## src/hw/rtl/fsg_pkg.sv

```systemverilog
package fsg_pkg;

    localparam int GRID_ROWS_DEFAULT    = 32;
    localparam int GRID_COLUMNS_DEFAULT = 64;
    localparam int MAX_EMIT             = 32;

    localparam int COLUMN_W     = 6;
    localparam int ROW_W        = 5;
    localparam int KIND_W       = 2;
    localparam int HALF_W       = 64;
    localparam int ROW_NUMBER_W = 5;

    localparam logic CMD_PLACE = 1'b0;
    localparam logic CMD_STEP  = 1'b1;

    typedef enum logic [1:0] {
        KIND_AIR    = 2'd0,
        KIND_SAND   = 2'd1,
        KIND_WATER  = 2'd2,
        KIND_CEMENT = 2'd3
    } particle_t;

    typedef enum logic [2:0] {
        MOVE_NONE,
        MOVE_DOWN,
        MOVE_DOWN_LEFT,
        MOVE_DOWN_RIGHT,
        MOVE_LEFT,
        MOVE_RIGHT
    } move_t;

    typedef struct packed {
        particle_t own;
        particle_t below;
        particle_t below_left;
        particle_t below_right;
        particle_t left;
        particle_t right;
        logic      has_below;
        logic      has_left;
        logic      has_right;
    } neighbor_t;

endpackage

```

## src/hw/rtl/fsg_grid_mem.sv

```systemverilog
module fsg_grid_mem
    import fsg_pkg::*;
#(
    parameter int ROWS = GRID_ROWS_DEFAULT,
    parameter int COLS = GRID_COLUMNS_DEFAULT,
    localparam int ADDR_W = $clog2(ROWS),
    localparam int DATA_W = 2 * COLS
) (
    input  logic              clk,
    input  logic              rst_n,
    input  logic              wr_en,
    input  logic [ADDR_W-1:0] wr_addr,
    input  logic [DATA_W-1:0] wr_data,
    input  logic              rd_en,
    input  logic [ADDR_W-1:0] rd_addr,
    output logic [DATA_W-1:0] rd_data
);

    logic [DATA_W-1:0] mem [ROWS];
    logic [ROWS-1:0]   row_valid_reg;
    logic [DATA_W-1:0] rd_q_reg;
    logic              rd_valid_reg;

    always_ff @(posedge clk)
    begin
        if (wr_en)
        begin
            mem[wr_addr] <= wr_data;
        end
        if (rd_en)
        begin
            rd_q_reg <= mem[rd_addr];
        end
    end

    // unwritten rows read as air
    always_ff @(posedge clk or negedge rst_n)
    begin
        if (!rst_n)
        begin
            row_valid_reg <= '0;
            rd_valid_reg  <= 1'b0;
        end
        else
        begin
            if (wr_en)
            begin
                row_valid_reg[wr_addr] <= 1'b1;
            end
            if (rd_en)
            begin
                rd_valid_reg <= row_valid_reg[rd_addr];
            end
        end
    end

    assign rd_data = rd_valid_reg ? rd_q_reg : '0;

endmodule

```

## config.mk

```make
export PLATFORM = sky130hd
export DESIGN_NAME = fsg_grid_mem
export DESIGN_NICKNAME = d
export VERILOG_FILES = /design/src/hw/rtl/fsg_pkg.sv /design/src/hw/rtl/fsg_grid_mem.sv
export SDC_FILE = /design/constraint.sdc
export NUM_CORES = 2
export LEC_CHECK = 0
export BUFFER_PORTS_ARGS = -buffer_cell sky130_fd_sc_hd__buf_2
export CORE_UTILIZATION = 40
export DETAILED_ROUTE_END_ITERATION = 6
export SLEW_MARGIN = 20
export SYNTH_ARGS = -nofsm -noshare
export SYNTH_HDL_FRONTEND = slang
export SYNTH_SLANG_ARGS = --single-unit
```

## constraint.sdc

```tcl
create_clock -name clk -period 1.9 [get_ports clk]
set_clock_uncertainty 0.2 [all_clocks]
set_input_delay 0.19 -clock clk [delete_from_list [all_inputs] [get_ports clk]]
set_output_delay 0.19 -clock clk [all_outputs]
set_load 0.005 [all_outputs]
```

# Yosys cells after proc, flatten, opt, wreduce, memory -nomap -nowiden
# Memories as Yosys holds them, arrays and structs flattened. A register that Yosys moved wholly into a read port is not among the register bits.
# Cells that the tools add are included.
[word_totals]
register_bits = 33
ramBits = 4096
inputBits = 142
out_inout_bits = 128
word_cells = 15
n_memories = 1
[classes]
magnitude_cmp = 3
mux = 7
n_bitwise = 1
n_reduce_logical = 1
[memory_table]
columns = ["memory", "words", "width", "read_ports", "rd_ports_with_merged_regs", "wr", "line_no", "text"]
rows = [
  ["mem", 32, 128, 1, 1, 1, "fsg_grid_mem.sv:19", "logic [DATA_W-1:0] mem [ROWS];"],
]
[ops]
columns = ["op", "n"]
rows = [
  ["128-bit two-way mux", 1],
  ["32-bit OR", 1],
  ["5-bit by 6-bit < comparator with 1-bit output (second input constant)", 2],
  ["1-bit binary-select mux with 5-bit select", 1],
  ["1-bit demux with 5-bit select", 1],
  ["5-bit by 1-bit greater-or-equal comparator with 1-bit output (second input constant)", 1],
  ["1-bit two-way mux", 4],
  ["1-bit logical AND", 1],
]

# Logic depth before layout (Yosys ltp)
[logic_depth]
word_depth = 5
mapped_depth = 9
ltp_nobuf = 4

# Worst setup path after synthesis
# Ideal clock, no wire load.
[synth_timing]
path_type = "input-to-reg"
startpoint = "input wr_addr[0]"
endpoint = "register row_valid_reg[12]"
arrival_ns = 6.774
required_time_ns = 1.601
setup_slack_ns = -5.173
stages = 4
n_path_buf = 1
path_cell_list = "or3b_2 > clkbuf_1 > nor2_1 > or2_2"
[synth_between]
elab_chain_cells = 5
word_cells_on_any_way = 6
cone_classes = "order compare: 2; mux: 2; bitwise: 1; reduce/logical: 1"
[synth_lines]
columns = ["element", "line_no", "text"]
rows = [
  ["start, declared", "fsg_grid_mem.sv:12", "input logic [ADDR_W-1:0] wr_addr,"],
  ["5-bit by 6-bit < comparator with 1-bit output (implied by the code) or 5-bit by 1-bit greater-or-equal comparator with 1-bit output (tied branches)", "fsg_grid_mem.sv:48", "row_valid_reg[wr_addr] <= 1'b1;"],
  ["1-bit logical AND (implied by the code)", "fsg_grid_mem.sv:48", ""],
  ["1-bit two-way mux (implied by the code)", "fsg_grid_mem.sv:48", ""],
  ["1-bit demux with 5-bit select (*)", "fsg_grid_mem.sv:48", ""],
  ["32-bit OR (no source line) (*)", "n/a", ""],
  ["end signal, assigned", "fsg_grid_mem.sv:41", "row_valid_reg <= '0;"],
  ["end signal, assigned by index", "fsg_grid_mem.sv:48", ""],
  ["end, declared", "fsg_grid_mem.sv:20", "logic [ROWS-1:0] row_valid_reg;"],
]
# Mark *: on every way between the ends. The rest lies on a longest branch, timed or not.
# A chain may end at the register's enable or synchronous reset.

# Worst setup path in the final report
[layout_timing]
startpoint = "register rd_valid_reg"
endpoint = "output rd_data[7]"
[layout_between]
elab_chain_cells = 1
[layout_lines]
columns = ["element", "line_no", "text"]
rows = [
  ["start, declared", "fsg_grid_mem.sv:22", "logic rd_valid_reg;"],
  ["start signal, assigned", "fsg_grid_mem.sv:52", "rd_valid_reg <= row_valid_reg[rd_addr];"],
  ["128-bit two-way mux", "fsg_grid_mem.sv:57", "assign rd_data = rd_valid_reg ? rd_q_reg : '0;"],
  ["end, declared", "fsg_grid_mem.sv:16", "output logic [DATA_W-1:0] rd_data"],
]
# No other way between the ends.

==> impl_metrics.tcl <==
set metrics [dict create \
    core_sq_um 399700 \
    required_ps 1510 \
    area_growth_pct 21.92 \
    pwr-share-clk_pct 41.4 \
    ir_drop_uv 773.9 \
    drt_iter0_drc 8337 \
    synth_top_area_cell "edfxtp_1" \
    yosys-mux-area-fraction_pct 18.88 \
    max-clock-path-buffers 4 \
    port_buffers 269 \
    yosys_warnings 0 \
    grt_usage_pct 20.91 \
    drv_cap 0 \
    synth_top_family_by_area "multiplexers" \
    period_minus_slack_ps 2568 \
    synth-seq-area-share_pct 79.36 \
    synth-simple-area-share_pct 0.7801 \
    synth-compound-area-share_pct 0.1042 \
    grt_pass1_vias 77850 \
    period_share_pct 135.1 \
    rrSetupSlack_ps -310 \
    cp-start-kind "register" \
    place_area_sq_um 179600 \
    clkSinkCount 4257 \
    synthXorXnorAreaFrac_pct 0 \
    syn_avg_cell_area_sq_um 25.76 \
    internal_power_w 0.1588 \
    hold_violations 0 \
    drv_slew 0 \
    p_per_area_nw_per_um2 1024 \
    drt_wl_total_mm 427.0 \
    antenna_found_initial 56 \
    arrival_ps 2180 \
    path_clk_slew_ps 60 \
    r2r_cells 3 \
    numCtsBuffers 426 \
    max_slew_margin_pct 22.47 \
    largest_reg_flops 4096 \
    die_height_um 636.2 \
    r2r_end "rd_q_reg[37]" \
    cts_tree "built" \
    vias_per_cell 5.660 \
    crit_start "rd_valid_reg" \
    grt_setup_unrepaired "true" \
    finalSetupViolations 257 \
    crit_type "register to output port" \
    violations "negative setup slack" \
    sw_frac_of_total_pct 20.96 \
    final_antenna_net_count 0 \
    drc 0 \
    die_x_um 636.2 \
    path_max_fanout 16 \
    syn-instance-count 6244 \
    grt_pass1_wl_mm 601.0 \
    initial_core_util_pct 40.25 \
    wire_per_inst_um 32.15 \
    die_area_sq_um 404700 \
    p_sw_w 0.04210 \
    synth_area_sq_um 160900 \
    place_ws_ps -899.7 \
    syn-num-nets 6386 \
    seq_power_share_pct 52.5 \
    fmax_mhz 389.5 \
    synth_top_area_share_pct 78.85 \
    grt_max_degree 48 \
    row_count 232 \
    synth_fa_ha_area_share_pct 0 \
    setup_ws_ps -667.6 \
    status "finished with violations" \
    dp_hpwl_mm 264.2 \
    layout-drive-gt1-share_pct 41.25 \
    final_cells 13280 \
    crit_end "rd_data[7]" \
    firstDrtPassIters 7 \
    worstSetupEndpointType "output port" \
    routabilityCongestion 0.7816 \
    cts_root_buf "clkbuf_16" \
    io_pins 270 \
    stdcell_area_sq_um 196100 \
    num-nets-final 7776 \
    power_frac_comb_pct 6.0 \
    htreeDepth 5 \
    leakage_nw 63.04 \
    fin_setup_tns_ps -102160 \
    reg2reg_from "mem[25][37]" \
    synthTopCellsByArea "edfxtp_1 (79%), mux4_2 (18%), mux2_2 (0.95%)" \
    yosysUniqueCellTypes 29 \
    synth-seq-cells 4257 \
    tightest_slew_ps 1161 \
    grt_remaining_overflow 0 \
    dp_cells 12310 \
    num_vias 75180 \
    clk_latency_ps 980 \
    hp-class "primary input to register" \
]
[synth_stat cells (all sizes together)]
library cell     n
edfxtp        4224
mux4          1270
clkbuf         169
buf            151
mux2           136
and2           128
nor2            34
dfrtp           33
or2             32
mux2i           24
a221o            8
o22ai            8
nand3b           5
nand2            4
nand3            3
or3b             3
inv              2
nand2b           2
a211o            1
a21oi            1
a32o             1
nor2b            1
nor3b            1
o21ai            1
o311ai           1
or3              1
[worst min-delay path by stage]
stage,slack [ps],cells after the start,to,startpoint
floorplan,-310,0,rd_valid_reg,rst_n
global placement,100,1,row_valid_reg[20],rst_n
detailed placement,130,1,row_valid_reg[20],rst_n
CTS,2,2,mem[11][0],wr_data[0]
global route,30,4,rd_q_reg[53],rd_addr[3]
finish,70,2,mem[11][0],wr_data[0]
[layer usage]
metal / GRT usage (%) / part of all wire (%) / up-vias
li1: - / - / 30170
met1: 28.79 / 41 / 41360
met2: 34.64 / 50 / 2998
met3: 3.292 / 6.6 / 642
met4: 6.010 / 3.0 / 6
met5: 0 / 0.0096 / -
[kinds of logic (layout without fill, tap and decap cells)]
family | Yosys count | in the layout
compound gates | 21 | 21
other cells | 0 | 22
buf+inv | 322 | 2073
flops | 4257 | 4257
simple gates | 214 | 214
mux | 1430 | 1430
[stage by stage]
step,hold slack [ps],util [%],power [W]
finish,68.66,49.07,0.2009
global route,27.20,49.06,0.2065
CTS,2.247,48.98,0.2023
detailed placement,125.2,44.94,0.1186
global placement,98.86,44.94,0.1183
floorplan,-305.6,-,0.1129
[layout make-up]
class                      count  area, sq um
fill                       31220       203600
sequential                  4257       127700
multi-input combinational   1665        32620
timing repair buffer        1282        15430
clock buffer                 526        11290
tap                         5265         6588
clock inverter               263         2485
antenna                       22        55.05
inverter                       2        7.507
[placed cells by master, fill, tap and decap left out, types with 6 or more instances in the layout]
cell and n:
diode_2 22, clkbuf_16 438, or2_2 32, and2_4 72, clkinvlp_4 24, buf_2 201, mux2_2 42, mux2i_1 20
a221o_1 8, and2_1 56, bufinv_16 42, buf_6 66, clkinv_2 75, clkinv_4 8, buf_8 6, nor2_4 32
clkinv_1 93, mux4_2 1270, clkbuf_1 86, edfxtp_1 4224, dlygate4sd3_1 149, inv_6 14, buf_12 440, dfrtp_1 32
mux2_4 94, buf_4 413
[power by group through the flow]
stage	Combinational, W	Sequential, W	Clock, W
2_1_floorplan	0.00578	0.107	0
3_3_place_gp	0.0108	0.107	0
3_5_place_dp	0.0110	0.108	0
4_1_cts	0.0121	0.106	0.0846
5_1_grt	0.0128	0.106	0.0881
6_report	0.0121	0.106	0.0833
[critical path: stages (launching register included)]
cell,delay (ps)
dfrtp_4,560
buf_16,210
clkbuf_16,200
and2_1,140
buf_2,120
[timing repair]
action	CTS	global route
buffers inserted	8	6
pin swaps	11	5
cloned	4	2
setup endpoints to repair	256	266
hold buffers	151	0
gates resized for setup	186	75
hold endpoints to repair	5464	0
No activity file was read; power rests on OpenSTA's default activity.
