### src/hw/rtl/fsg_pkg.sv
package fsg_pkg;

    localparam int GRID_ROWS_DEFAULT    = 32;
    localparam int GRID_COLUMNS_DEFAULT = 64;
    localparam int MAX_EMIT             = 32;

    localparam int COLUMN_W     = 6;
    localparam int ROW_W        = 5;
    localparam int KIND_W       = 2;
    localparam int HALF_W       = 64;
    localparam int ROW_NUMBER_W = 5;

    localparam logic CMD_PLACE = 1'b0;
    localparam logic CMD_STEP  = 1'b1;

    typedef enum logic [1:0] {
        KIND_AIR    = 2'd0,
        KIND_SAND   = 2'd1,
        KIND_WATER  = 2'd2,
        KIND_CEMENT = 2'd3
    } particle_t;

    typedef enum logic [2:0] {
        MOVE_NONE,
        MOVE_DOWN,
        MOVE_DOWN_LEFT,
        MOVE_DOWN_RIGHT,
        MOVE_LEFT,
        MOVE_RIGHT
    } move_t;

    typedef struct packed {
        particle_t own;
        particle_t below;
        particle_t below_left;
        particle_t below_right;
        particle_t left;
        particle_t right;
        logic      has_below;
        logic      has_left;
        logic      has_right;
    } neighbor_t;

endpackage

### src/hw/rtl/fsg_move_unit.sv
module fsg_move_unit
    import fsg_pkg::*;
(
    input  neighbor_t nb,
    output move_t     move
);

    logic is_sand;
    logic is_water;

    function automatic logic accepts(particle_t k, logic sand);
        return (k == KIND_AIR) || (sand && k == KIND_WATER);
    endfunction

    assign is_sand  = (nb.own == KIND_SAND);
    assign is_water = (nb.own == KIND_WATER);

    always_comb
    begin
        move = MOVE_NONE;
        if (nb.own inside {KIND_SAND, KIND_WATER})
        begin
            if (nb.has_below && accepts(nb.below, is_sand))
            begin
                move = MOVE_DOWN;
            end
            else if (nb.has_below && nb.has_left && accepts(nb.below_left, is_sand))
            begin
                move = MOVE_DOWN_LEFT;
            end
            else if (nb.has_below && nb.has_right && accepts(nb.below_right, is_sand))
            begin
                move = MOVE_DOWN_RIGHT;
            end
            else if (is_water && nb.has_left && nb.left == KIND_AIR)
            begin
                move = MOVE_LEFT;
            end
            else if (is_water && nb.has_right && nb.right == KIND_AIR)
            begin
                move = MOVE_RIGHT;
            end
        end
    end

endmodule
### config.mk
export PLATFORM = sky130hd
export DESIGN_NAME = fsg_move_unit
export DESIGN_NICKNAME = d
export VERILOG_FILES = /design/src/hw/rtl/fsg_pkg.sv /design/src/hw/rtl/fsg_move_unit.sv
export SDC_FILE = /design/constraint.sdc
export NUM_CORES = 1
export LEC_CHECK = 0
export BUFFER_PORTS_ARGS = -buffer_cell sky130_fd_sc_hd__buf_2
export CORE_AREA = 2 2 39 41
export DETAILED_ROUTE_END_ITERATION = 8
export DIE_AREA = 0 0 41 43
export SETUP_SLACK_MARGIN = 0.5
export SLEW_MARGIN = 20
export SYNTH_ARGS = -nofsm -noshare
export SYNTH_HDL_FRONTEND = slang
export SYNTH_SLANG_ARGS = --single-unit
### constraint.sdc
create_clock -name vclk -period 1.73
set_input_delay 0.2595 -clock vclk [all_inputs]
set_output_delay 0.2595 -clock vclk [all_outputs]
set_load 0.02 [all_outputs]
Word level (Yosys, flattened, before mapping). Index checks and enable logic that the tools add are counted.

Bits in registers: 0. Output and inout bits: 3. Word-level logic and storage cells: 32. Bits of input ports: 15.

Multiplexer cells: 6. Equal/unequal tests: 5. Reductions and logical operators: 21.

Operator list (number): $mux W3 (6); $logic_and A1 B1 Y1 (12); $logic_not A2 Y1 (5); $eq A2 B2 Y1 const B (4); $logic_or A1 B1 Y1 (3); $eq A2 B1 Y1 const B (1); $reduce_bool A2 Y1 (1).

Longest topological paths before layout. Gate-level depths: netlist (run 1).

Depth after elaboration: 9. Mapped depth: 5. Depth with buffers taken out: 5.

Least setup slack after synthesis (run 1). No wires, ideal clock.

Path type: input to output. From: input nb[13] (netlist name). To: output move[2]. Stages: 4. Arrival time: 1.490 ns. Buffers on the path: 0. Data required time: 1.470 ns. Setup slack: -0.020 ns. Cell sequence: inv_1 ha_1 o21bai_1 nor4bb_1.

Cells in the longest elaborated chain, start to end: 9. Elaborated cells on any way between the ends: 22. Classes of those cells: eq/ne: 2; mux: 6; reduce/logical: 14.

RTL lines: start, declared (RTL line fsg_move_unit.sv:4) `input neighbor_t nb,`; $eq A2 B2 Y1 (RTL line fsg_move_unit.sv:16, fsg_move_unit.sv:21); $logic_and A1 B1 Y1 (2 in series) (RTL line fsg_move_unit.sv:39) `else if (is_water && nb.has_right && nb.right == KIND_AIR)`; $mux W3 (RTL line fsg_move_unit.sv:39); $mux W3 (RTL line fsg_move_unit.sv:35) `else if (is_water && nb.has_left && nb.left == KIND_AIR)`; $mux W3 (RTL line fsg_move_unit.sv:31) `else if (nb.has_below && nb.has_right && accepts(nb.below_right, is_sand))`; $mux W3 (RTL line fsg_move_unit.sv:27) `else if (nb.has_below && nb.has_left && accepts(nb.below_left, is_sand))`; $mux W3 (RTL line fsg_move_unit.sv:23) `if (nb.has_below && accepts(nb.below, is_sand))`; $mux W3 (*) (RTL line fsg_move_unit.sv:21) `if (nb.own inside {KIND_SAND, KIND_WATER})`; end, declared (RTL line fsg_move_unit.sv:5) `output move_t move`.

Mark *: on every way between the ends. The rest lies on a longest branch, timed or not.

Final worst setup path (run 1).
From: input nb[14] (netlist name). To: output move[2].

The elaborated chain is that of the path after synthesis.

==> results.json, run 1 <==
{
  "rel_slew_slack": 0.770,
  "design.seq.count": 0,
  "core_outline_area_sq_um": 1380,
  "synth_seq_area_share": 0,
  "worstSetupPathType": "in -> out",
  "synth.yosys.warnings": 0,
  "detail_route.first_pass.iterations": 1,
  "synth_compound_area_frac": 0.181,
  "filler_cell_count": 144,
  "timing.final.crit_share": 0.896,
  "antennaDiodeCount": 0,
  "chipHeight_microns": 43,
  "endpoint_kind": "primary output",
  "drive_gt1_frac": 0.829,
  "synth_fp_nets": 40,
  "critical_path_arrival_ps": 1290,
  "hold_buffers": 0,
  "power.density_cell_area_nw_per_um2": 221,
  "fin_nets": 60,
  "rsz0062_at_grt": "yes",
  "final-setup-viol-count": 0,
  "num_rows": 14,
  "area_growth_syn_to_fin_pct": 156,
  "yosysUniqueCellTypes": 18,
  "totalPowerFinal_uw": 102,
  "place.detailed.hpwl_microns": 556,
  "portBuffers": 18,
  "post_drt_via_cell_ratio": 4.33,
  "number_of_global_route_vias_before_repair": 226,
  "final_period_minus_worst_setup_slack_ps": 1550,
  "worst_hold_path_type": "in -> out",
  "grt_util_met1": 0.0918,
  "hold_start": "nb[9]",
  "sequential_cell_area_sq_um": 0,
  "gr-max-usage-layer": "met2",
  "synth_xor_area_frac": 0,
  "post_synth_and_or_nand_nor_area_fraction": 0.639,
  "worst_setup_path_startpoint": "nb[14]",
  "grt_first_pass_wirelength_microns": 883,
  "route.detailed.drc": 0,
  "synth_adder_area_share": 0.139,
  "timing.final.hold_violations": 0,
  "finalWirelength_microns": 629,
  "num-clock-buffers": 0,
  "synthMuxAreaShare": 0,
  "postCtsSetupBuffers": 0,
  "grtUsageMet3": 0,
  "overflow": 0,
  "drt_iter0_drc": 0,
  "most_used_cells_in_the_layout_excluding_fill_and_tap_cells": "buf_2 (13), buf_6 (3), inv_12 (2), ha_4 (2)",
  "worst_vdd_ir_uv": 80.3,
  "finalWeightedCongestion": 0.576,
  "initial_utilization": 0.130,
  "worst_pin_slew_ps": 342,
  "fp.dieW_microns": 41,
  "number_of_max_cap_violations": 0,
  "num_io_pins": 18,
  "largest_net_degree_at_the_start_of_global_routing": 4,
  "postSynthAreaPerCell_sq_um": 7.83,
  "synthesis.area_sq_um": 180,
  "antenna_found_initial": 0,
  "max_freq_ghz": 0.645,
  "detailroute.via_count": 247,
  "combinational_family_with_the_most_area_after_synthesis": "simple AND/OR/NAND/NOR gates",
  "drt.antenna.violating_nets": 0,
  "critical_path_peak_fanout": 3,
  "status": "finished clean",
  "fin_hold_ws_ps": 901,
  "grt.total_usage": 0.0689,
  "leakage_power_of_the_design_uw": 0.000212,
  "dieArea_sq_um": 1760,
  "layout_commonest_cell": "buf_2",
  "crit_required_ps": 1470,
  "groute.layer.met2.usage": 0.125,
  "total_negative_setup_slacks_ps": 0,
  "crit_path_start_kind": "input port",
  "timing_max_transition_violations_final": 0,
  "wl_per_cell_microns": 11.0,
  "cell_count_after_synthesis": 23
}
==> synth_stat cells, drive strengths merged <==
master,n,area [sq um]
a21oi,1,8.76
a32oi,1,8.76
and4bb,2,25.0
ha,2,25.0
inv,2,7.51
nand2,1,3.75
nand2b,2,15.0
nand3,1,5.00
nand4bb,1,11.3
nor2,1,3.75
nor2b,3,18.8
nor3,1,5.00
nor4bb,1,10.0
o21bai,1,7.51
o31ai,1,7.51
or3,2,17.5
==> cell families (layout without fill, tap and decap cells) <==
logic type               count (synthesis)  after routing
adder cells (fa/ha/maj)                  2              2
AO/OA/AOI/OAI                            4              4
buffers and inverters                    2             20
AND/OR/NAND/NOR                         15             15
==> report_power, final <==
part	switching [uW]	internal [uW]	leakage, uW
sequential	0	0	0
combinational	45.7	56.5	0.000212
clock	0	0	0
==> timing repair <==
action	CTS	global route
gates resized for setup	12	2
pin swaps	4	1
setup endpoints to repair	3	3
==> layout make-up <==
class,instances,area (sq um),area share
multi-input cells,21,283,0.612
repair buffers,18,126,0.274
well taps,16,20.0,0.0434
inverters,2,32.5,0.0705
==> metal layers <==
metal  part of all wire  routed length (microns)  vias to the layer above
li1                   -                        -                      125
met3               0.12                       76                        0
met4                  0                        0                        0
met1               0.43                      272                      106
met5                  0                        0                        -
met2               0.44                      279                       16
==> worst paths after layout <==
path | end | slack (ps) | depth (start not counted)
worst max-delay path | move[2] | 180 | 7
worst min-delay path | move[1] | 900 | 4
==> critical path, cell delays in order <==
cell and delay (ps):
buf_12 110, inv_12 40, ha_4 140, nor2b_2 40, or3_4 380, nor4bb_4 160, buf_4 160
==> metrics by stage <==
stage                     setup slack, ps  area, sq um  instances  utilization
after CTS                             175          458         57        0.331
after floorplan                       386          305         23            -
after detailed placement             55.1          415         57        0.300
after global routing                  143          462         57        0.334
after global placement               55.2          415         57        0.300
final                                 180          462         57        0.334
Note: power is estimated with default switching activity, not from simulation.
==> inputs of run 2 (changes only) <==
--- a/config.mk
+++ b/config.mk
@@ -6,9 +6,12 @@
 export NUM_CORES = 1
 export LEC_CHECK = 0
 export BUFFER_PORTS_ARGS = -buffer_cell sky130_fd_sc_hd__buf_2
+export CELL_PAD_IN_SITES_DETAIL_PLACEMENT = 1
+export CELL_PAD_IN_SITES_GLOBAL_PLACEMENT = 1
 export CORE_AREA = 2 2 39 41
 export DETAILED_ROUTE_END_ITERATION = 8
 export DIE_AREA = 0 0 41 43
+export PLACE_DENSITY_LB_ADDON = 0.1
 export SETUP_SLACK_MARGIN = 0.5
 export SLEW_MARGIN = 20
 export SYNTH_ARGS = -nofsm -noshare
==> constraint.sdc (replaced) <==
create_clock -name vclk -period 1.8
set_input_delay 0.27 -clock vclk [all_inputs]
set_output_delay 0.27 -clock vclk [all_outputs]
set_load 0.02 [all_outputs]
==> results.json, run 2 (synthesis gave the netlist of run 1 again) <==
{
  "layout_commonest_cell": "buf_2",
  "timing.final.hold_violations": 0,
  "crit_path_start_kind": "input port",
  "antennaDiodeCount": 0,
  "dieArea_sq_um": 1760,
  "grt.total_usage": 0.0909,
  "final-setup-viol-count": 0,
  "critical_path_peak_fanout": 3,
  "finalWirelength_microns": 731,
  "endpoint_kind": "primary output",
  "core_outline_area_sq_um": 1380,
  "largest_net_degree_at_the_start_of_global_routing": 4,
  "chipHeight_microns": 43,
  "detailroute.via_count": 247,
  "post_drt_via_cell_ratio": 4.26,
  "rel_slew_slack": 0.766,
  "leakage_power_of_the_design_uw": 0.000225,
  "cp-endpoint": "move[2]",
  "finalWeightedCongestion": 0.687,
  "place.detailed.hpwl_microns": 654,
  "worst_vdd_ir_uv": 75.2,
  "totalPowerFinal_uw": 103,
  "num_rows": 14,
  "worstSetupPathType": "in -> out",
  "timing.final.crit_share": 0.881,
  "detail_route.first_pass.iterations": 1,
  "antenna_found_initial": 0,
  "total_negative_setup_slacks_ps": 0,
  "placedInstanceArea_sq_um": 415,
  "power.density_cell_area_nw_per_um2": 216,
  "drt.antenna.violating_nets": 0,
  "status": "finished clean",
  "drt_iter0_drc": 0,
  "sequential_cell_area_sq_um": 0,
  "initial_utilization": 0.130,
  "worst_pin_slew_ps": 348,
  "area_growth_syn_to_fin_pct": 165,
  "design.seq.count": 0,
  "number_of_max_cap_violations": 0,
  "num_io_pins": 18,
  "critical_path_arrival_ps": 1320,
  "route.detailed.drc": 0,
  "portBuffers": 18,
  "fp.dieW_microns": 41,
  "num-clock-buffers": 0,
  "fin_nets": 61,
  "grt_first_pass_wirelength_microns": 1130,
  "worst_hold_path_type": "in -> out",
  "most_used_cells_in_the_layout_excluding_fill_and_tap_cells": "buf_2 (13), buf_6 (3)",
  "wl_per_cell_microns": 12.6,
  "worst_setup_path_startpoint": "nb[14]",
  "final_core_utilization": 0.344,
  "rsz0062_at_grt": "yes",
  "hold_buffers": 0,
  "number_of_global_route_vias_before_repair": 259,
  "max_freq_ghz": 0.630,
  "drive_gt1_frac": 0.833,
  "design_area_sq_um": 477,
  "final_period_minus_worst_setup_slack_ps": 1590,
  "crit_required_ps": 1530,
  "overflow": 0,
  "timing_max_transition_violations_final": 0
}
[run 2: where the power goes]
part | internal, uW | leakage, uW | total (uW) | switching, uW
Sequential | 0 | 0 | 0 | 0
Combinational | 57.2 | 0.000225 | 103 | 45.8
Clock | 0 | 0 | 0 | 0
Total | 57.2 | 0.000225 | 103 | 45.8
[run 2: layer usage]
layer | global-route usage | part of all wire | vias to the layer above
li1 | - | - | 129
met1 | 0.104 | 0.37 | 111
met2 | 0.181 | 0.58 | 7
met3 | 0 | 0.051 | 0
met4 | 0 | 0 | 0
met5 | 0 | 0 | -
[run 2: worst min path at each step]
| stage | from | endpoint | slack, ps | cells past startpoint |
|---|---|---|---|---|
| 2_1_floorplan | nb[0] | move[1] | 680 | 2 |
| 3_3_place_gp | nb[9] | move[1] | 950 | 4 |
| 3_5_place_dp | nb[0] | move[1] | 950 | 4 |
| 4_1_cts | nb[9] | move[1] | 930 | 4 |
| 5_1_grt | nb[9] | move[1] | 950 | 4 |
| 6_report | nb[9] | move[1] | 930 | 4 |
[run 2: metrics by stage]
step                      cells  hold slack [ps]  setup slack (ps)
after floorplan              23              676               435
after global placement       57              948              95.1
after detailed placement     57              954              58.3
after CTS                    58              934               202
after global routing         58              951               165
final                        58              930               214
[run 2: worst max-delay path, cell delays in order]
cell and delay, ps:
buf_12 110, inv_12 40, ha_4 150, nor2b_4 40
or3_4 380, nor4bb_4 160, buf_4 160
[run 2: layout make-up]
cell class,instances,area (sq um)
Timing Repair Buffer,19,134
Multi-Input combinational cell,21,290
Inverter,2,32.5
Tap cell,16,20.0
Fill cell,155,907
[run 2: timing repair]
| action | CTS | global route |
|---|---|---|
| pin swaps | 3 | 0 |
| setup endpoints to repair | 3 | 3 |
| buffers inserted | 1 | 0 |
| gates resized for setup | 14 | 1 |
